`src/rtl/sqd_pkg.sv`:
```
// Shared constants and the pipeline stage record of the signed Q16.16 divider.
// No dependencies; every other file of the divider imports this package.
`default_nettype none

package sqd_pkg;

  // Operand and result width, and the count of fraction bits.
  localparam int unsigned DataW    = 32;
  localparam int unsigned FracBits = 16;

  // Quotient bits that are kept: the integer part plus the fraction bits.
  // One cell of the chain produces one of these bits.
  localparam int unsigned QuotW    = DataW + FracBits;

  // Largest negative magnitude that still fits a signed result.
  localparam logic [DataW-1:0] MinNegMag = {1'b1, {(DataW-1){1'b0}}};

  // Everything one item carries from cell to cell.
  typedef struct packed {
    logic             vld;   // Stage holds a live item.
    logic [DataW-1:0] rem;   // Partial remainder, below the divisor unless the divisor is zero.
    logic [QuotW-1:0] word;  // Dividend bits still to consume, quotient bits below.
    logic [DataW-1:0] dvs;   // Divisor magnitude.
    logic             neg;   // Result is negative.
    logic             dz;    // Divisor was zero.
  } sqd_stage_t;

endpackage

`default_nettype wire

```
`src/rtl/sqd_cell.sv`:
```
// One restoring shift-subtract step of the divider chain, registered.
// Depends on sqd_pkg.
`default_nettype none

module sqd_cell
  import sqd_pkg::*;
(
  input  wire        clk_i,
  input  wire        rst_ni,
  input  wire        en_i,
  input  sqd_stage_t stage_i,
  output sqd_stage_t stage_o
);

  logic [DataW:0]   rem_sh;
  logic [DataW:0]   diff;
  logic             take;
  logic             vld_q;
  sqd_stage_t       pay_q;

  // Bring down the next dividend bit and try the subtraction. With a zero
  // divisor every step succeeds and the remainder simply wraps, which yields
  // the all-ones quotient.
  always_comb begin
    rem_sh = {stage_i.rem, stage_i.word[QuotW-1]};
    diff   = rem_sh - {1'b0, stage_i.dvs};
    take   = (rem_sh >= {1'b0, stage_i.dvs});
  end

  // Valid bit with reset.
  always_ff @(posedge clk_i or negedge rst_ni) begin
    if (!rst_ni) begin
      vld_q <= 1'b0;
    end else if (en_i) begin
      vld_q <= stage_i.vld;
    end
  end

  // Payload: restored or reduced remainder, quotient bit shifted in at the bottom.
  always_ff @(posedge clk_i) begin
    if (en_i) begin
      pay_q.vld  <= 1'b0;
      pay_q.rem  <= take ? diff[DataW-1:0] : rem_sh[DataW-1:0];
      pay_q.word <= {stage_i.word[QuotW-2:0], take};
      pay_q.dvs  <= stage_i.dvs;
      pay_q.neg  <= stage_i.neg;
      pay_q.dz   <= stage_i.dz;
    end
  end

  always_comb begin
    stage_o     = pay_q;
    stage_o.vld = vld_q;
  end

endmodule

`default_nettype wire

```
`config.mk`:
```
export PLATFORM = sky130hd
export DESIGN_NAME = sqd_cell
export DESIGN_NICKNAME = d
export VERILOG_FILES = /design/src/rtl/sqd_pkg.sv /design/src/rtl/sqd_cell.sv
export SDC_FILE = /design/constraint.sdc
export NUM_CORES = 1
export LEC_CHECK = 0
export ABC_AREA = 1
export BUFFER_PORTS_ARGS = -buffer_cell sky130_fd_sc_hd__buf_2
export CAP_MARGIN = 15
export CORE_MARGIN = 2
export CORE_UTILIZATION = 46
export DETAILED_ROUTE_END_ITERATION = 6
export MAX_ROUTING_LAYER = met4
export PLACE_DENSITY_LB_ADDON = 0.3
export SLEW_MARGIN = 25
export SYNTH_ARGS = -nofsm -noshare
export SYNTH_HDL_FRONTEND = slang
export SYNTH_SLANG_ARGS = --single-unit
```
`constraint.sdc`:
```
create_clock -name clk_i -period 0.8 [get_ports clk_i]
set_input_delay 0.04 -clock clk_i [delete_from_list [all_inputs] [get_ports clk_i]]
set_output_delay 0.04 -clock clk_i [all_outputs]
set_load 0.02 [all_outputs]
```
==> results.ini <==
[power]
swShare_pct = 31.27
p_int_mw = 15.96
peakVddDrop_mv = 1.326
p_switching_mw = 7.262
clockPowerShare_pct = 35.8
fin_total_pwr_mw = 23.22
pwr-share-seq_pct = 33.2
pwr-share-comb_pct = 31.0
powerDensity_nw_per_um2 = 1903
leakage_nw = 5.885

[cts]
htreeDepth = 4
cts_buffer_depth = 2
cts_buffers = 17
insertion_delay_ns = 0.42
path_clk_slew_ns = 0.06
cts_root_buf = clkbuf_16
cts.sinks = 115
cts_tree = yes

[cells_and_area]
post-route-cell-area_um2 = 12200
final_util_pct = 87.24
finalNetCount = 1387
post_route_cells_drive_above_1_share_pct = 47.32
area_growth_pct = 84.12
nFillCells = 654
finalNonFillerCells = 1431

[detailed_routing]
vias_per_cell = 5.354
drc = 0
dr.pass1.iters = 5
drtAntennaViolNets = 0
drt-total-wl_mm = 28.90
post_drt_wl_per_cell_um = 20.20
drtIter0Drc = 701
vias = 7662

[worst_setup_path]
required_ns = 0.97
path_max_fanout = 8
worst_setup_path_end_kind = flop
worst-endpoint-arrival_ns = 1.78
startpoint_type = primary input
timing_worst_setup_path_type = in2reg

[sta]
holdWs_ns = 0.02670
worstMarginPinSlew_ns = 0.3720
maxSlewHeadroom_pct = 75.12
hold_viol_final = 0
rsz0062_at_grt = true
max_freq_mhz = 621.6
drv_slew = 0
period_needed_ns = 1.609
tns_ns = -49.69
setup_viol = 149
fin_ws_ns = -0.8088
finalCritPeriodShare_pct = 201.1
skew_ns = 0

[die]
num_rows = 43
die_area_um2 = 15380
die_width_um = 124.0
io_pins = 233
start_util_pct = 47.38
core_um2 = 13990
die_h_um = 124.0

[logic_synthesis]
yosysMostFrequentCell = nand2_1
ys_ff_latch = 115
syn_nets = 915
synthTopCellsByArea = edfxtp_1 (52%), nand2_1 (16%), inv_1 (8.5%), ha_1 (6.0%), nand3_1 (4.2%)
synth_largest_area_cell = edfxtp_1
synth_top_cell_area_share_pct = 51.65
synth.distinct_cells = 29
synth_edf_count = 114
synth_flop_cell = edfxtp_1
synthArstFlopShare_pct = 0.8696
synthTopCellsByCount = nand2_1 (274), inv_1 (150), edfxtp_1 (114)
yosysWarningCount = 0
synthesis.area_um2 = 6628
synth_cells = 764
seq_area_frac_synth_pct = 52.03
avgSynthCellArea_um2 = 8.675

[status]
violations = setup timing
outcome = finished, violations left

[job]
maxCapViolations = 0

[global_route]
grt_pass1_wl_mm = 35.99
antenna_found_initial = 2
gr-usage-all-layers_pct = 32.61
grt_pass1_vias = 7179
grt_overflow = 0
grt_max_degree = 20

[place]
preCtsSetupSlack_ns = -1.164
io_buffers = 232
place_area_um2 = 9153
dp_cells = 1279
hpwl_mm = 15.69
gp_congestion = 0.9176

[hold_path]
hp-class = in2reg

-- repair_timing --
item | in CTS | in global routing
pin swaps | 17 | 21
hold endpoints to repair | 105 | 0
setup buffers | 6 | 2
gates resized for setup | 158 | 210
endpoints found under the setup margin | 148 | 148
hold buffers | 106 | 0
cloned | 2 | 2
-- flip-flops by register name, summed over array words and instances, names as in the netlist --
register,count
vld_q,1
stage_o,114
-- metal layers --
layer  vias up  wire length (µm)  global-route usage (%)
met1      3520             10200                   34.96
li1       3378                 -                       -
met2       596             14040                   57.93
met3       168              2918                   7.372
met5         -                 0                       -
met4         0              1743                   13.97
-- worst max-delay path, stage by stage --
cell	delay, ns
buf_2	0.12
inv_2	0.05
ha_4	0.27
nand2_1	0.16
nand2_1	0.13
inv_1	0.09
nand2_1	0.09
nand2_1	0.08
nand2_1	0.07
inv_2	0.08
nand2_4	0.07
nand2_8	0.10
nand2_8	0.12
buf_12	0.19
nand3_2	0.06
nand2_1	0.06
-- final cells by class --
class	count	area (µm²)	area share (%)
clock buffers	19	432.9	3.548
well taps	180	225.2	1.846
inverters	150	570.5	4.675
flip-flops and latches	115	3448	28.26
repair buffers	463	3909	32.03
diodes	2	5.005	0.04101
clock inverters	13	180.2	1.476
multi-input cells	489	3432	28.12
-- power groups by stage --
stage	sequential, mW	clock (mW)	combinational (mW)
floorplan	8.42	0	2.07
global placement	7.64	0	4.98
detailed placement	7.65	0	5.06
CTS	7.58	8.07	6.06
global route	7.76	8.57	7.60
finish	7.71	8.31	7.20
-- final timing paths --
kind / cells past startpoint / slack, ns / to / from
hold reg to reg: 1 / 0.59 / vld_q / vld_q
setup / recovery: 16 / -0.81 / stage_o[100] / stage_i[14]
min in group asynchronous: 3 / 0.47 / vld_q / rst_ni
hold / removal: 3 / 0.03 / stage_o[82] / stage_i[81]
setup reg to reg: 1 / 0 / vld_q / vld_q
max in group asynchronous: 3 / 0.21 / vld_q / rst_ni
-- cells in the final DEF, fill, tap and decap left out, drive strengths merged, types with 4 or more instances in the layout --
master and n:
a21oi 21, xor2 13, bufinv 4, buf 355, ha 32, nand3 67, dlygate4sd3 106, nand3b 11
inv 152, and2 8, nor2 38, edfxtp 114, clkbuf 21, clkinvlp 4, nor3 9, nand2 280
-- cells by family (layout without fill, tap and decap cells) --
logic type               after synthesis  in the layout  synth area share, %
flip-flops                           115            115                52.03
other                                  0              2                    0
buffers and inverters                161            645                9.911
AND/OR/NAND/NOR                      415            416                27.73
XOR/XNOR                              14             14                1.850
adder cells (fa/ha/maj)               33             33                6.343
multiplexers                           1              1               0.1699
AO/OA/AOI/OAI                         25             25                1.963
(Power assumes the default switching activity.)
