File: config.mk
export PLATFORM = sky130hd
export DESIGN_NAME = sqd_prep_flat
export DESIGN_NICKNAME = d
export VERILOG_FILES = /design/src/rtl/sqd_pkg.sv /design/src/rtl/sqd_in_if.sv /design/src/rtl/sqd_prep.sv /design/src/flat_wrapper.sv
export SDC_FILE = /design/constraint.sdc
export NUM_CORES = 1
export LEC_CHECK = 0
export BUFFER_PORTS_ARGS = -buffer_cell sky130_fd_sc_hd__buf_2
export CELL_PAD_IN_SITES_DETAIL_PLACEMENT = 2
export CELL_PAD_IN_SITES_GLOBAL_PLACEMENT = 2
export CORE_UTILIZATION = 28
export CTS_CLUSTER_SIZE = 12
export DETAILED_ROUTE_END_ITERATION = 8
export PLACE_DENSITY = 0.91
export REMOVE_ABC_BUFFERS = 1
export SETUP_SLACK_MARGIN = 0.4
export SYNTH_ARGS = -nofsm -noshare
export SYNTH_HDL_FRONTEND = slang
export SYNTH_SLANG_ARGS = --single-unit
File: constraint.sdc
create_clock -name clk_i -period 1.1 [get_ports clk_i]
set_clock_uncertainty 0.2 [all_clocks]
set_input_delay 0.055 -clock clk_i [delete_from_list [all_inputs] [get_ports clk_i]]
set_output_delay 0.055 -clock clk_i [all_outputs]
set_load 0.02 [all_outputs]
File: src/rtl/sqd_pkg.sv
// Shared constants and the pipeline stage record of the signed Q16.16 divider.
// No dependencies; every other file of the divider imports this package.
`default_nettype none

package sqd_pkg;

  // Operand and result width, and the count of fraction bits.
  localparam int unsigned DataW    = 32;
  localparam int unsigned FracBits = 16;

  // Quotient bits that are kept: the integer part plus the fraction bits.
  // One cell of the chain produces one of these bits.
  localparam int unsigned QuotW    = DataW + FracBits;

  // Largest negative magnitude that still fits a signed result.
  localparam logic [DataW-1:0] MinNegMag = {1'b1, {(DataW-1){1'b0}}};

  // Everything one item carries from cell to cell.
  typedef struct packed {
    logic             vld;   // Stage holds a live item.
    logic [DataW-1:0] rem;   // Partial remainder, below the divisor unless the divisor is zero.
    logic [QuotW-1:0] word;  // Dividend bits still to consume, quotient bits below.
    logic [DataW-1:0] dvs;   // Divisor magnitude.
    logic             neg;   // Result is negative.
    logic             dz;    // Divisor was zero.
  } sqd_stage_t;

endpackage

`default_nettype wire

File: src/rtl/sqd_in_if.sv
// Operand channel of the signed Q16.16 divider: valid, ready and the two operands.
// Depends on sqd_pkg for the data width.
`default_nettype none

interface sqd_in_if;
  import sqd_pkg::*;

  logic                    valid;
  logic                    ready;
  logic signed [DataW-1:0] dividend;
  logic signed [DataW-1:0] divisor;

  modport source (output valid, output dividend, output divisor, input ready);
  modport sink   (input valid, input dividend, input divisor, output ready);

endinterface

`default_nettype wire

File: src/rtl/sqd_prep.sv
// Entry stage: takes operand transfers, forms magnitudes, sign and zero flag.
// Depends on sqd_pkg and sqd_in_if.
`default_nettype none

module sqd_prep
  import sqd_pkg::*;
(
  input  wire        clk_i,
  input  wire        rst_ni,
  input  wire        en_i,
  sqd_in_if.sink     in_i,
  output sqd_stage_t stage_o
);

  logic [DataW-1:0] mag_a;
  logic [DataW-1:0] mag_b;
  logic             vld_q;
  sqd_stage_t       pay_q;

  // The pipeline moves as one; the operand channel is ready whenever it moves.
  assign in_i.ready = en_i;

  // Two's complement magnitudes; the most negative value maps onto itself,
  // which is its exact unsigned magnitude.
  always_comb begin
    mag_a = in_i.dividend[DataW-1] ? (~$unsigned(in_i.dividend) + 1'b1)
                                   : $unsigned(in_i.dividend);
    mag_b = in_i.divisor[DataW-1]  ? (~$unsigned(in_i.divisor) + 1'b1)
                                   : $unsigned(in_i.divisor);
  end

  // Valid bit with reset.
  always_ff @(posedge clk_i or negedge rst_ni) begin
    if (!rst_ni) begin
      vld_q <= 1'b0;
    end else if (en_i) begin
      vld_q <= in_i.valid;
    end
  end

  // Payload without reset. The dividend sits on top of the word, the fraction
  // bits below it start as zeros that the last cells bring down.
  always_ff @(posedge clk_i) begin
    if (en_i) begin
      pay_q.vld  <= 1'b0;
      pay_q.rem  <= '0;
      pay_q.word <= QuotW'(mag_a) << FracBits;
      pay_q.dvs  <= mag_b;
      pay_q.neg  <= in_i.dividend[DataW-1] ^ in_i.divisor[DataW-1];
      pay_q.dz   <= (mag_b == '0);
    end
  end

  always_comb begin
    stage_o     = pay_q;
    stage_o.vld = vld_q;
  end

endmodule

`default_nettype wire

File: src/flat_wrapper.sv
// flat-port wrapper written by rule: the top's interface ports become plain ports
module sqd_prep_flat import sqd_pkg::*;
  (clk_i, rst_ni, en_i, stage_o, in_i_valid, in_i_dividend, in_i_divisor, in_i_ready);
  sqd_in_if in_i_i ();
  input  wire clk_i;
  input  wire rst_ni;
  input  wire en_i;
  output sqd_stage_t stage_o;
  input wire logic [$bits(in_i_i.valid)-1:0] in_i_valid;
  input wire logic [$bits(in_i_i.dividend)-1:0] in_i_dividend;
  input wire logic [$bits(in_i_i.divisor)-1:0] in_i_divisor;
  output wire logic [$bits(in_i_i.ready)-1:0] in_i_ready;
  assign in_i_i.valid = in_i_valid;
  assign in_i_i.dividend = in_i_dividend;
  assign in_i_i.divisor = in_i_divisor;
  assign in_i_ready = in_i_i.ready;
  sqd_prep u_core (.clk_i(clk_i), .rst_ni(rst_ni), .en_i(en_i), .in_i(in_i_i), .stage_o(stage_o));
endmodule
==> metrics list <==
* Height of the chip: 121 um
* Pin count of the biggest net entering global routing: 21
- Of the cells placed in the final design, the portion with a size suffix greater than 1 is 0.688.
- Synthesis inferred 67 register bits.
- Placeable core region: 13900 um2
- TNS Setup: -44150 ps
* Overall global routing resource usage: 0.289
- The tree is rooted in a sky130_fd_sc_hd__clkbuf_16.
* Min-Delay Startpoint: in_i_valid
- With fillers left out, the area of the finished cells amounts to 8040 um2.
- Cell with the largest stage delay on the worst path: sky130_fd_sc_hd__or4_4
* Cell type with the highest aggregate area in the netlist: sky130_fd_sc_hd__edfxtp_1
* Setup slack of the most critical reg-to-reg path: 120 ps
- Post-DRT Antenna Nets: 0
* Power density relative to cell area: 1220 nW/um2
- Final number of hold-violating endpoints: 35
* Routability congestion estimate from global placement: 0.831
- The number of hold buffers added after CTS was 1.
- Buffers inserted during clock tree synthesis total 9.
* Critical path type: in2reg
- Timing would allow up to 373 MHz.
* Starting Density: 0.286
* Final max-slew violation count: 0
- The H-tree generated during clock tree synthesis spans 3 levels.
- Compared with the post-synthesis result, the final layout area differs by 102%.
* Most area-consuming cells after synthesis: sky130_fd_sc_hd__edfxtp_1 (50%), sky130_fd_sc_hd__xnor2_1 (11%), sky130_fd_sc_hd__buf_4 (9.4%)
- Final min period: 2680 ps
- After global routing the overflow that remains totals 0.
- Of all nets on the critical path, the largest fanout is 5.
- Of all flip-flops after synthesis, the portion carrying an async set or reset was 0.0149.
* Worst slack on hold paths: -237 ps
- The startpoint identified for the worst register-to-register timing path is u_core.vld_q.
- Launching element of the worst setup path: in_i_divisor[12]
- The synthesized design contains 66 enable-type register cells.
- In the final routed layout, each cell accounts on average for 29.1 um.
* Drt total wl: 24200 um
- R2R cell count: 1
- Along the worst hold path, the cell count comes to 2.
* Count leader, synth: sky130_fd_sc_hd__edfxtp_1
- After synthesis, the mean cell area works out to 11.4 um2.
- The detailed router placed 4106 vias in this run.
* Number of warnings printed during yosys synthesis: 0
* Placed cell areas: 5550 um2
- The die covers 14700 um2.
* Core utilization of the finished layout: 0.579
- After floorplanning, the core was divided into 43 placement rows.
* Arr. time, crit path: 2580 ps
* Cell Chain, Critical Path: buf_6 > or4_4 > buf_6 > or4_4 > buf_4 > o41ai_4 > xnor2_2 > nor2_1 > and4b_1 > and4_1
- Number of design-rule violations left by the first detailed-router iteration: 280
* Internal power of the cells: 6.74 mW
* Sequential area share after synthesis: 0.505
- Before antenna repair, the detailed router went through 4 iterations.
- DR vias/cell: 4.93
- Clock-pin slew was measured on the worst setup and hold paths at 60 ps.
- Type of the tightest min-delay check: in2reg
* Post-route DRC: 0
- Proportion of netlist area held by the largest area contributor: 0.499
- On the critical path the largest part of the delay comes from simple AND/OR/NAND/NOR gates.
- Once routing completed, OpenROAD measured the worst setup slack at -1580 ps.
- Synth unique cells: 46
- Of the total power, the share spent switching nets is 0.313.
- Ranked by instance count, the synthesized netlist is headed by sky130_fd_sc_hd__edfxtp_1 (66), sky130_fd_sc_hd__buf_4 (50), sky130_fd_sc_hd__xnor2_1 (50).
- Combinational share of power: 0.308
- Fraction of power consumed by the clock network: 0.355
* Peak supply drop: 0.000822 V
- Leakage component of the power: 3.40 nW
- Maximum Capacitance Violations: 0
* Unrepaired setup endpoints after global routing: yes
- Longest Clk Path Bufs: 2
- The repair_antennas step left the layout with diodes totalling 0.
* Buf+Inv Stages, Crit Path: 3
* # nets final: 719
* Clock latency of the later-clocked register in the worst-skew pair: 340 ps
* Initial antenna violation count: 0
* Failing checks: hold timing, setup timing
* Number of sinks handled by clock tree synthesis: 67
* Synth Flop Type: sky130_fd_sc_hd__edfxtp_1
- The run finished, with violations left.
- The HPWL after detailed placement is 11900 um.
* Final setup fails: 123
- Crit path required time: 990 ps
- Sequential group share of total power: 0.337
- Die Width: 121 um
- Counting buffers and inverters, the worst setup path is 10 cells deep.
- The first global-routing pass estimated 30100 um of wire.
- Of the available clock period, the critical path in the final layout requires 2.44.
- Number of buffers inserted by port buffering: 135
- TritonCTS built the clock tree.
* Gate count after technology mapping: 348
* Number of placed I/O pins: 184
- STA classifies the critical path startpoint as an input port.
- Post-synthesis instance area: 3970 um2
- Kind of capture point of the worst setup path: register
- Largest incremental delay on the critical path: 560 ps
* Vias in the first global route: 4579
- For this design the total switching power over the nets is 3.08 mW.
## cell usage in the layout (no fill, tap or decap), types with 4 or more instances in the layout
cell type,netlist,final
sky130_fd_sc_hd__a21oi_2,0,4
sky130_fd_sc_hd__buf_12,0,5
sky130_fd_sc_hd__buf_2,3,59
sky130_fd_sc_hd__buf_4,50,126
sky130_fd_sc_hd__buf_6,1,105
sky130_fd_sc_hd__buf_8,0,9
sky130_fd_sc_hd__clkbuf_16,0,9
sky130_fd_sc_hd__conb_1,1,48
sky130_fd_sc_hd__edfxtp_1,66,66
sky130_fd_sc_hd__nand2_1,17,7
sky130_fd_sc_hd__nand2_2,0,6
sky130_fd_sc_hd__nand2_4,0,4
sky130_fd_sc_hd__nor2_1,16,13
sky130_fd_sc_hd__nor4_4,0,6
sky130_fd_sc_hd__o21ai_0,16,5
sky130_fd_sc_hd__o21ai_2,0,5
sky130_fd_sc_hd__o21ai_4,0,7
sky130_fd_sc_hd__o31ai_4,0,14
sky130_fd_sc_hd__o41ai_4,1,8
sky130_fd_sc_hd__or3_4,0,10
sky130_fd_sc_hd__or4_4,2,6
sky130_fd_sc_hd__xnor2_1,50,23
sky130_fd_sc_hd__xnor2_2,0,23
sky130_fd_sc_hd__xnor2_4,0,4
sky130_fd_sc_hd__xor2_1,9,8
## flip-flops by register name (all words and copies together), names as in the netlist
| register | cells |
|---|---|
| u_core.vld_q | 1 |
| u_core.stage_o | 66 |
## worst paths after layout
check | endpoint
worst max register to register | u_core.vld_q
worst min-delay path | u_core.vld_q
min in group asynchronous | u_core.vld_q
max in group asynchronous | u_core.vld_q
worst min register to register | u_core.vld_q
worst max-delay path | u_core.stage_o[0]
## power by group through the flow
stage / Sequential [mW] / Combinational, mW / Clock [mW]
2_1_floorplan: 3.59 / 0.507 / 0
3_3_place_gp: 3.24 / 1.84 / 0
3_5_place_dp: 3.27 / 1.93 / 0
4_1_cts: 3.25 / 2.48 / 3.40
5_1_grt: 3.32 / 3.12 / 3.59
6_report: 3.31 / 3.02 / 3.49
## cell type report
cell class | count | area, um2
clock buffers | 10 | 229
clock inverters | 6 | 104
fillers | 1271 | 5840
inverters | 7 | 38.8
multi-input cells | 256 | 2700
flip-flops and latches | 67 | 2010
well taps | 180 | 225
repair buffers | 307 | 2730
## routing by layer
metal	track usage	vias up	wire [um]
met5	0	-	0
met4	0.101	0	877
met3	0.0592	57	1550
met2	0.558	219	13000
met1	0.306	2053	8760
li1	-	1777	-
## repair_timing
item,4_1_cts,5_1_grt
gates resized for setup,246,136
pin swaps,40,48
hold endpoints to repair,47,41
setup buffers,25,25
cloned,2,0
endpoints found under the setup margin,132,132
## through the flow
stage | power [mW] | hold slack [ps] | setup slack [ps] | std cells
after floorplan | 4.10 | -441 | -1560 | 330
after global placement | 5.08 | -370 | -1770 | 764
after detailed placement | 5.20 | -370 | -1910 | 764
after CTS | 9.13 | -259 | -1480 | 808
after global routing | 10.0 | -238 | -1590 | 833
final | 9.81 | -237 | -1580 | 833
## logic make-up (layout without fill, tap and decap cells)
group | after synthesis | count (layout) | synth area share
other cells | 1 | 48 | 0.000944
simple gates | 86 | 86 | 0.124
flops | 67 | 67 | 0.505
buf+inv | 72 | 330 | 0.118
mux | 1 | 1 | 0.00283
compound gates | 59 | 59 | 0.110
fa+ha+maj | 3 | 3 | 0.00945
xor+xnor | 59 | 59 | 0.130
(Power assumes the default switching activity.)
