<file path="src/rtl/sqd_pkg.sv">
// Shared constants and the pipeline stage record of the signed Q16.16 divider.
// No dependencies; every other file of the divider imports this package.
`default_nettype none

package sqd_pkg;

  // Operand and result width, and the count of fraction bits.
  localparam int unsigned DataW    = 32;
  localparam int unsigned FracBits = 16;

  // Quotient bits that are kept: the integer part plus the fraction bits.
  // One cell of the chain produces one of these bits.
  localparam int unsigned QuotW    = DataW + FracBits;

  // Largest negative magnitude that still fits a signed result.
  localparam logic [DataW-1:0] MinNegMag = {1'b1, {(DataW-1){1'b0}}};

  // Everything one item carries from cell to cell.
  typedef struct packed {
    logic             vld;   // Stage holds a live item.
    logic [DataW-1:0] rem;   // Partial remainder, below the divisor unless the divisor is zero.
    logic [QuotW-1:0] word;  // Dividend bits still to consume, quotient bits below.
    logic [DataW-1:0] dvs;   // Divisor magnitude.
    logic             neg;   // Result is negative.
    logic             dz;    // Divisor was zero.
  } sqd_stage_t;

endpackage

`default_nettype wire

</file>
<file path="src/rtl/sqd_out_if.sv">
// Result channel of the signed Q16.16 divider: valid, ready, quotient and flags.
// Depends on sqd_pkg for the data width.
`default_nettype none

interface sqd_out_if;
  import sqd_pkg::*;

  logic                    valid;
  logic                    ready;
  logic signed [DataW-1:0] quotient;
  logic                    divide_by_zero;
  logic                    overflow;

  modport source (output valid, output quotient, output divide_by_zero,
                  output overflow, input ready);
  modport sink   (input valid, input quotient, input divide_by_zero,
                  input overflow, output ready);

endinterface

`default_nettype wire

</file>
<file path="src/rtl/sqd_post.sv">
// Exit stage: applies the sign, detects overflow, and holds results in an
// output register backed by one skid register. Depends on sqd_pkg and sqd_out_if.
`default_nettype none

module sqd_post
  import sqd_pkg::*;
(
  input  wire        clk_i,
  input  wire        rst_ni,
  input  sqd_stage_t stage_i,
  output logic       en_o,
  sqd_out_if.source  out_o
);

  logic [DataW-1:0] res_quot;
  logic             res_ovf;
  logic             push;
  logic             stall;

  logic             out_vld_q;
  logic [DataW-1:0] out_quot_q;
  logic             out_dz_q;
  logic             out_ovf_q;

  logic             skid_vld_q;
  logic [DataW-1:0] skid_quot_q;
  logic             skid_dz_q;
  logic             skid_ovf_q;

  // Signed result, wrapped to the data width, and the fit check on the
  // full kept magnitude.
  always_comb begin
    res_quot = stage_i.neg ? (~stage_i.word[DataW-1:0] + 1'b1) : stage_i.word[DataW-1:0];
    res_ovf  = stage_i.neg ? (stage_i.word > QuotW'(MinNegMag))
                           : (stage_i.word > QuotW'(MinNegMag - 1'b1));
  end

  // The chain runs while the skid register is free.
  assign en_o  = ~skid_vld_q;
  assign push  = en_o & stage_i.vld;
  assign stall = out_vld_q & ~out_o.ready;

  // Control: output and skid valid bits.
  always_ff @(posedge clk_i or negedge rst_ni) begin
    if (!rst_ni) begin
      out_vld_q  <= 1'b0;
      skid_vld_q <= 1'b0;
    end else if (stall) begin
      if (push) begin
        skid_vld_q <= 1'b1;
      end
    end else if (skid_vld_q) begin
      out_vld_q  <= 1'b1;
      skid_vld_q <= 1'b0;
    end else begin
      out_vld_q  <= push;
    end
  end

  // Payload moves along the same decisions.
  always_ff @(posedge clk_i) begin
    if (stall) begin
      if (push) begin
        skid_quot_q <= res_quot;
        skid_dz_q   <= stage_i.dz;
        skid_ovf_q  <= res_ovf;
      end
    end else if (skid_vld_q) begin
      out_quot_q <= skid_quot_q;
      out_dz_q   <= skid_dz_q;
      out_ovf_q  <= skid_ovf_q;
    end else if (push) begin
      out_quot_q <= res_quot;
      out_dz_q   <= stage_i.dz;
      out_ovf_q  <= res_ovf;
    end
  end

  assign out_o.valid          = out_vld_q;
  assign out_o.quotient       = $signed(out_quot_q);
  assign out_o.divide_by_zero = out_dz_q;
  assign out_o.overflow       = out_ovf_q;

  // The skid register only ever fills behind a waiting output.
  a_skid_behind_out: assert property (@(posedge clk_i) disable iff (!rst_ni)
    skid_vld_q |-> out_vld_q)
    else $error("skid register full while output register is empty");

  // A result arriving at a stalled output must be caught by the skid register.
  a_skid_catches: assert property (@(posedge clk_i) disable iff (!rst_ni)
    (stall && push) |=> skid_vld_q)
    else $error("result lost at a stalled output");

  // A zero divisor always reports overflow as well.
  a_dz_ovf: assert property (@(posedge clk_i) disable iff (!rst_ni)
    (out_vld_q && out_dz_q) |-> out_ovf_q)
    else $error("divide by zero without overflow flag");

endmodule

`default_nettype wire

</file>
<file path="src/flat_wrapper.sv">
// flat-port wrapper written by rule: the top's interface ports become plain ports
module sqd_post_flat import sqd_pkg::*;
  (clk_i, rst_ni, stage_i, en_o, out_o_valid, out_o_quotient, out_o_divide_by_zero, out_o_overflow, out_o_ready);
  sqd_out_if out_o_i ();
  input  wire clk_i;
  input  wire rst_ni;
  input  sqd_stage_t stage_i;
  output logic en_o;
  output wire logic [$bits(out_o_i.valid)-1:0] out_o_valid;
  output wire logic [$bits(out_o_i.quotient)-1:0] out_o_quotient;
  output wire logic [$bits(out_o_i.divide_by_zero)-1:0] out_o_divide_by_zero;
  output wire logic [$bits(out_o_i.overflow)-1:0] out_o_overflow;
  input wire logic [$bits(out_o_i.ready)-1:0] out_o_ready;
  assign out_o_valid = out_o_i.valid;
  assign out_o_quotient = out_o_i.quotient;
  assign out_o_divide_by_zero = out_o_i.divide_by_zero;
  assign out_o_overflow = out_o_i.overflow;
  assign out_o_i.ready = out_o_ready;
  sqd_post u_core (.clk_i(clk_i), .rst_ni(rst_ni), .stage_i(stage_i), .en_o(en_o), .out_o(out_o_i));
endmodule
</file>
<file path="config.mk">
export PLATFORM = sky130hd
export DESIGN_NAME = sqd_post_flat
export DESIGN_NICKNAME = d
export VERILOG_FILES = /design/src/rtl/sqd_pkg.sv /design/src/rtl/sqd_out_if.sv /design/src/rtl/sqd_post.sv /design/src/flat_wrapper.sv
export SDC_FILE = /design/constraint.sdc
export NUM_CORES = 1
export LEC_CHECK = 0
export ABC_AREA = 1
export BUFFER_PORTS_ARGS = -buffer_cell sky130_fd_sc_hd__buf_2
export CORE_AREA = 2 2 88 90
export DETAILED_ROUTE_END_ITERATION = 10
export DIE_AREA = 0 0 90 92
export PLACE_DENSITY = 0.9
export SETUP_SLACK_MARGIN = 0.5
export SYNTH_ARGS = -nofsm -noshare
export SYNTH_HDL_FRONTEND = slang
export SYNTH_SLANG_ARGS = --single-unit
export TNS_END_PERCENT = 50
</file>
<file path="constraint.sdc">
create_clock -name clk_i -period 7.87 [get_ports clk_i]
set_input_delay 0.3935 -clock clk_i [delete_from_list [all_inputs] [get_ports clk_i]]
set_output_delay 0.3935 -clock clk_i [all_outputs]
set_load 0.02 [all_outputs]
</file>
==> results of run 1 <==
## state kept, by name (all words and copies together) (netlist names)
signal and count:
u_core.skid_vld_q 1, u_core.skid_ovf_q 1, u_core.out_o.valid 1, u_core.out_o.divide_by_zero 1
u_core.out_o.quotient 32, u_core.skid_dz_q 1, u_core.out_o.overflow 1, u_core.skid_quot_q 32
## routing by layer
layer  track usage [%]  vias up
met4              8.46        0
met1              24.4     1365
met3              5.18       21
met2              37.1      126
met5                 0        -
li1                  -     1501
## critical path: cells and delay by family (launching register included)
kind / cells / cell delay (ps)
buffers and inverters: 2 / 1210
DFF: 1 / 1030
## placed cells by master (no fill, tap or decap), drive strengths merged, types with 4 or more instances in the layout
cell,n
edfxtp,68
clkbuf,14
xor2,10
nand3,17
nor2,52
nand2,167
o21ai,17
nor4,4
nand4,8
inv,28
buf,91
xnor2,8
a31oi,4
## area by class of cell
class	instances	area share, %
multi-input cells	293	32.4
clock buffers	14	3.46
well taps	102	2.89
clock inverters	2	0.794
repair buffers	92	10.7
flip-flops and latches	70	47.4
inverters	28	2.38
## cell usage after synthesis
master	instances	area, µm²
and2_4	1	8.76
nand4_1	7	43.8
a21oi_1	1	5.00
buf_4	1	7.51
nor2_4	2	22.5
inv_2	3	11.3
nor2_1	42	158
xnor2_1	8	70.1
a31oi_1	4	25.0
edfxtp_1	68	2040
o21ai_2	1	8.76
o21ai_1	6	30.0
nor4_1	4	25.0
nor2_2	6	37.5
nand3_1	17	85.1
o21ai_4	1	16.3
ha_1	1	12.5
nand2_4	1	11.3
buf_2	5	25.0
nand2_2	6	37.5
nand2_1	160	601
o211ai_1	1	7.51
o21ai_0	9	45.0
nand4_2	1	12.5
xor2_2	3	48.8
nor2_8	2	40.0
nor3_1	2	10.0
inv_1	25	93.8
xor2_1	7	61.3
clkbuf_1	5	18.8
dfrtp_1	2	50.1
## cells by family after synthesis
group | synth area share [%]
DFF | 57.0
adders and majority gates | 0.341
buffers and inverters | 4.26
and+or+nand+nor | 29.8
xor gates and xnor gates | 4.91
AOI/OAI and AO/OA | 3.75
## worst paths after layout
path                                              from                   endpoint  slack [ps]
worst max-delay path                 u_core.skid_vld_q                       en_o        4870
worst min-delay path                        stage_i[0]           u_core.skid_dz_q         250
worst max register to register       u_core.skid_vld_q     u_core.skid_quot_q[22]        4980
worst min register to register  u_core.skid_quot_q[16]  u_core.out_o.quotient[16]         520
max in group asynchronous                       rst_ni         u_core.out_o.valid        7430
min in group asynchronous                       rst_ni         u_core.out_o.valid         350
## power by group through the flow
| stage | registers, mW | logic, mW | clock network [mW] |
|---|---|---|---|
| after detailed placement | 0.465 | 0.147 | 0 |
| after CTS | 0.458 | 0.149 | 0.281 |
| after floorplan | 0.487 | 0.0733 | 0 |
| after global placement | 0.465 | 0.142 | 0 |
| after global routing | 0.461 | 0.164 | 0.296 |
| final | 0.458 | 0.148 | 0.278 |
==> run_results.csv, run 1 <==
group,metric,value,unit
logic_synthesis,ys_ff_latch,70,
timing,setup_viol,0,
placement,gp_congestion,0.944,
logic_synthesis,yosysWarnings,0,
clock_network,cts_tree,"done",
cells_and_area,stdcell_count,601,
placement,pre_cts_ws,5060,ps
cells_and_area,multi_input_area,1430,µm²
clock_network,cts.root.buffer_cell,"clkbuf_8",
global_routing,gr-total-overflow,0,
power,peakVddDrop,0.0000917,V
clock_network,htreeDepth,3,
clock_network,clockBufferDepth,2,
timing,rsz0062_at_grt,"no",
detailed_routing,dr.first_iter.drc_count,140,
worst_setup_path,worstSetupStartpointType,"flop",
detailed_routing,drtAntennaViolNets,0,
logic_synthesis,seq_area_frac_synth,57.0,%
global_routing,grt_pass1_vias,2970,
global_routing,grt_max_degree,39,
timing,max_slew_margin,26.0,%
worst_setup_path,endpoint_kind,"primary output",
clock_network,cts_resized,0,
logic_synthesis,syn_area,3670,µm²
global_routing,grt.total_usage,20.9,%
power,p_sw_share,26.3,%
global_routing,antenna_found_initial,0,
placement,hpwl,5980,µm
detailed_routing,met2WireLength,4000,µm
placement,dp.cells,584,
cells_and_area,regArea,2090,µm²
die,rows,32,
die,die_area,8280,µm²
detailed_routing,top_layer,"met4",
detailed_routing,num_vias,3013,
clock_network,path_clk_slew,70,ps
cells_and_area,final_util,59.2,%
clock_network,clock_latency,350,ps
worst_setup_path,slowest_delay,1030,ps
timing,slew_violations,0,
detailed_routing,wl_per_cell,13.5,µm
detailed_routing,drc,0,
worst_setup_path,cp.arrival,2610,ps
die,die_w,90,µm
timing,holdWs,247,ps
clock_network,cts_buffers,9,
global_routing,grt_pass1_wl,13400,µm
clock_network,holdBufCountCts,1,
power,pwr-share-comb,16.8,%
logic_synthesis,synth_nets,521,
detailed_routing,routed-wl-met3,622,µm
cells_and_area,antennaDiodeCount,0,
clock_network,post_cts_buffers,0,
detailed_routing,routed_wirelength,8110,µm
power,power_density,200,nW/µm²
hold_path,holdCritPathClass,"input port to flop",
die,die_y,92,µm
timing,setup_ws,4870,ps
hold_path,hold_path_depth,1,
timing,fin_skew,8.34,ps
placement,placed_cell_area,4210,µm²
logic_synthesis,synth_area_per_cell,9.13,µm²
worst_setup_path,critPathSlowestCell,"dfrtp_1",
cells_and_area,areaGrowthSynthToFinish,20.1,%
logic_synthesis,synth.distinct_cells,31,
detailed_routing,first_pass_iters,4,
power,leakagePower,1.95,nW
worst_setup_path,reg2reg_depth,4,
worst_setup_path,required,7480,ps
power,seqPwrFrac,51.8,%
timing,period_share,38.2,%
power,p_int,0.651,mW
die,start_util,49.3,%
placement,portBuffers,89,
detailed_routing,viasPerCell,5.01,
power,p_switching,0.233,mW
job,drv_cap,0,
timing,min_period,3000,ps
detailed_routing,wl_met1,3290,µm
cells_and_area,drive_above_1_share,26.5,%
power,finalPower,0.884,mW
outcome,status,"finished clean",
worst_setup_path,path_max_fanout,38,
die,num_io_pins,154,
logic_synthesis,syn_inst,402,
power,power.share.clock,31.4,%
worst_setup_path,critical_path_class,"flop to primary output",
timing,finalHoldViolCount,0,
cells_and_area,fill_cells,630,
timing,fmax,0.333,GHz
cells_and_area,finalInstanceArea,4410,µm²
timing,timing_worst_slew_pin_value,1110,ps
die,core,7450,µm²
clock_network,clock-sinks,70,
worst_setup_path,crit_chain,"inv_1 > buf_2",
timing,totalNegativeSetupSlack,0,ps
cells_and_area,finalNetCount,613,
Note: power is estimated with default switching activity, not from simulation.
==> inputs of run 2 (changes only) <==
Settings changed: CORE_AREA 2 2 88 90 to 2 2 91 93, DIE_AREA 0 0 90 92 to 0 0 93 95, PLACE_DENSITY 0.9 to 0.85.
Clock period 7.87 ns to 3.1 ns, I/O delays scaled along.
==> run 2 against run 1 <==
  * Non-clock buffer count is 3 higher
  * Critical path depth is 1 higher
  * Via count increased by 0.73%
  * Clock power grew to 2.7 times the previous value
  * Die area is 6.7% higher
  * Utilization fell by 2.8 points
  * Register-to-register slack worse by 3900 ps
  * Clock skew is 7.1 ps higher
  * Worst setup slack got worse by 3800 ps
  * Critical path type is now flop to flop
  * Largest cell class unchanged
  * Highest routed layer unchanged
==> run_results.csv, run 2 (synthesized netlist as in run 1, its figures left out) <==
group,metric,value,unit
timing,timing_worst_slew_pin_value,739,ps
detailed_routing,dr.first_iter.drc_count,237,
timing,min_period,2040,ps
die,die_w,93,µm
timing,finalHoldViolCount,0,
global_routing,grt_pass1_wl,13400,µm
placement,gp_congestion,0.870,
placement,placed_cell_area,4240,µm²
detailed_routing,first_pass_iters,5,
cells_and_area,mostFrequentLayoutCell,"nand2_1",
cells_and_area,areaGrowthSynthToFinish,21.8,%
cells_and_area,antennaDiodeCount,0,
job,drv_cap,0,
timing,slew_violations,0,
clock_network,cts_resized,0,
worst_setup_path,worstSetupStartpointType,"flop",
clock_network,path_clk_slew,80,ps
cells_and_area,finalInstanceArea,4470,µm²
cells_and_area,final_cell_mix,"nand2_1 (160), buf_2 (89), edfxtp_1 (68), nor2_1 (40), inv_1 (25)",
cells_and_area,fill_cells,703,
global_routing,grt_pass1_vias,2896,
worst_setup_path,path_max_fanout,22,
worst_setup_path,crit_chain,"nor2_1 > nor2_2 > buf_12",
cells_and_area,drive_above_1_share,27.5,%
die,start_util,46.3,%
hold_path,holdCritPathClass,"input port to flop",
clock_network,cts_buffers,9,
global_routing,grt_max_degree,38,
timing,period_share,65.8,%
die,core,7930,µm²
die,die_area,8840,µm²
detailed_routing,routed_wirelength,8320,µm
worst_setup_path,crit_family,"simple AND/OR/NAND/NOR gates",
worst_setup_path,cp.arrival,2090,ps
timing,totalNegativeSetupSlack,0,ps
detailed_routing,num_vias,3035,
cells_and_area,finalNetCount,616,
worst_setup_path,slowest_delay,670,ps
power,finalPower,2.29,mW
timing,holdWs,17.3,ps
worst_setup_path,critPathSlowestCell,"dfrtp_1",
die,num_io_pins,154,
die,die_y,95,µm
clock_network,clock_latency,350,ps
placement,hpwl,6160,µm
detailed_routing,drc,0,
worst_setup_path,required,3150,ps
clock_network,htreeDepth,3,
global_routing,gr-total-overflow,0,
timing,setup_viol,0,
global_routing,grt.total_usage,19.8,%
timing,max_slew_margin,50.7,%
clock_network,clockBufferDepth,2,
timing,rsz0062_at_grt,"no",
placement,portBuffers,89,
timing,fin_skew,15.4,ps
clock_network,cts.root.buffer_cell,"clkbuf_8",
global_routing,antenna_found_initial,0,
power,power_density,513,nW/µm²
power,leakagePower,1.98,nW
detailed_routing,viasPerCell,5.00,
worst_setup_path,critical_path_class,"flop to flop",
outcome,status,"finished clean",
detailed_routing,drtAntennaViolNets,0,
worst_setup_path,endpoint_kind,"flop",
clock_network,clock-sinks,70,
timing,fmax,0.490,GHz
worst_setup_path,critical_path_buf_inv_count,1,
power,peakVddDrop,0.000202,V
detailed_routing,wl_per_cell,13.7,µm
clock_network,cts_tree,"done",
die,rows,33,
==> run 2: worst reg2reg max path, delay by kind of cell (launching register included) <==
kind	cells	cell delay, ps
and+or+nand+nor	2	800
DFF	1	670
buffers and inverters	1	270
==> run 2: what timing repair did <==
item | CTS | global route
endpoints found under the hold margin | 3 | 0
hold buffers | 2 | 0
setup buffers | 0 | 0
==> run 2: per-layer routing <==
metal	up-vias	part of all wire [%]	track usage (%)
met1	1367	41	23.8
met5	-	0	0
met3	24	6.4	5.03
li1	1513	-	-
met4	0	3.5	8.46
met2	131	49	34.0
==> run 2: final cells by class <==
class                           instances  area (µm²)  share of cell area, %
Sequential cell                        70        2090                   46.8
Tap cell                              105         131                   2.94
Timing Repair Buffer                   95         508                   11.4
Multi-Input combinational cell        293        1430                   31.9
Clock inverter                          6        68.8                   1.54
Inverter                               28         105                   2.35
Clock buffer                           10         138                   3.08
==> run 2: power breakdown <==
group          switching, mW  leakage, nW  internal (mW)  total [mW]
Clock                  0.349        0.103          0.397       0.746
Combinational          0.261         1.21          0.129       0.390
Sequential            0.0203        0.664           1.14        1.16
==> run 2: through the flow <==
stage | setup WS, ps | std cells | utilization (%)
3_5_place_dp | 1100 | 589 | 53.5
6_report | 1060 | 607 | 56.4
5_1_grt | 919 | 607 | 56.4
3_3_place_gp | 1150 | 589 | 53.5
4_1_cts | 1050 | 607 | 56.4
2_1_floorplan | 633 | 402 | -
==> run 2: worst paths after layout <==
check	start	end	slack, ps	cells past startpoint
max in group asynchronous	rst_ni	u_core.skid_vld_q	2890	2
setup / recovery	u_core.skid_vld_q	u_core.out_o.quotient[25]	1060	3
hold reg to reg	u_core.skid_quot_q[17]	u_core.out_o.quotient[17]	520	2
setup reg to reg	u_core.skid_vld_q	u_core.out_o.quotient[25]	1060	3
min in group asynchronous	rst_ni	u_core.out_o.valid	120	2
hold / removal	stage_i[34]	u_core.skid_quot_q[0]	20	1
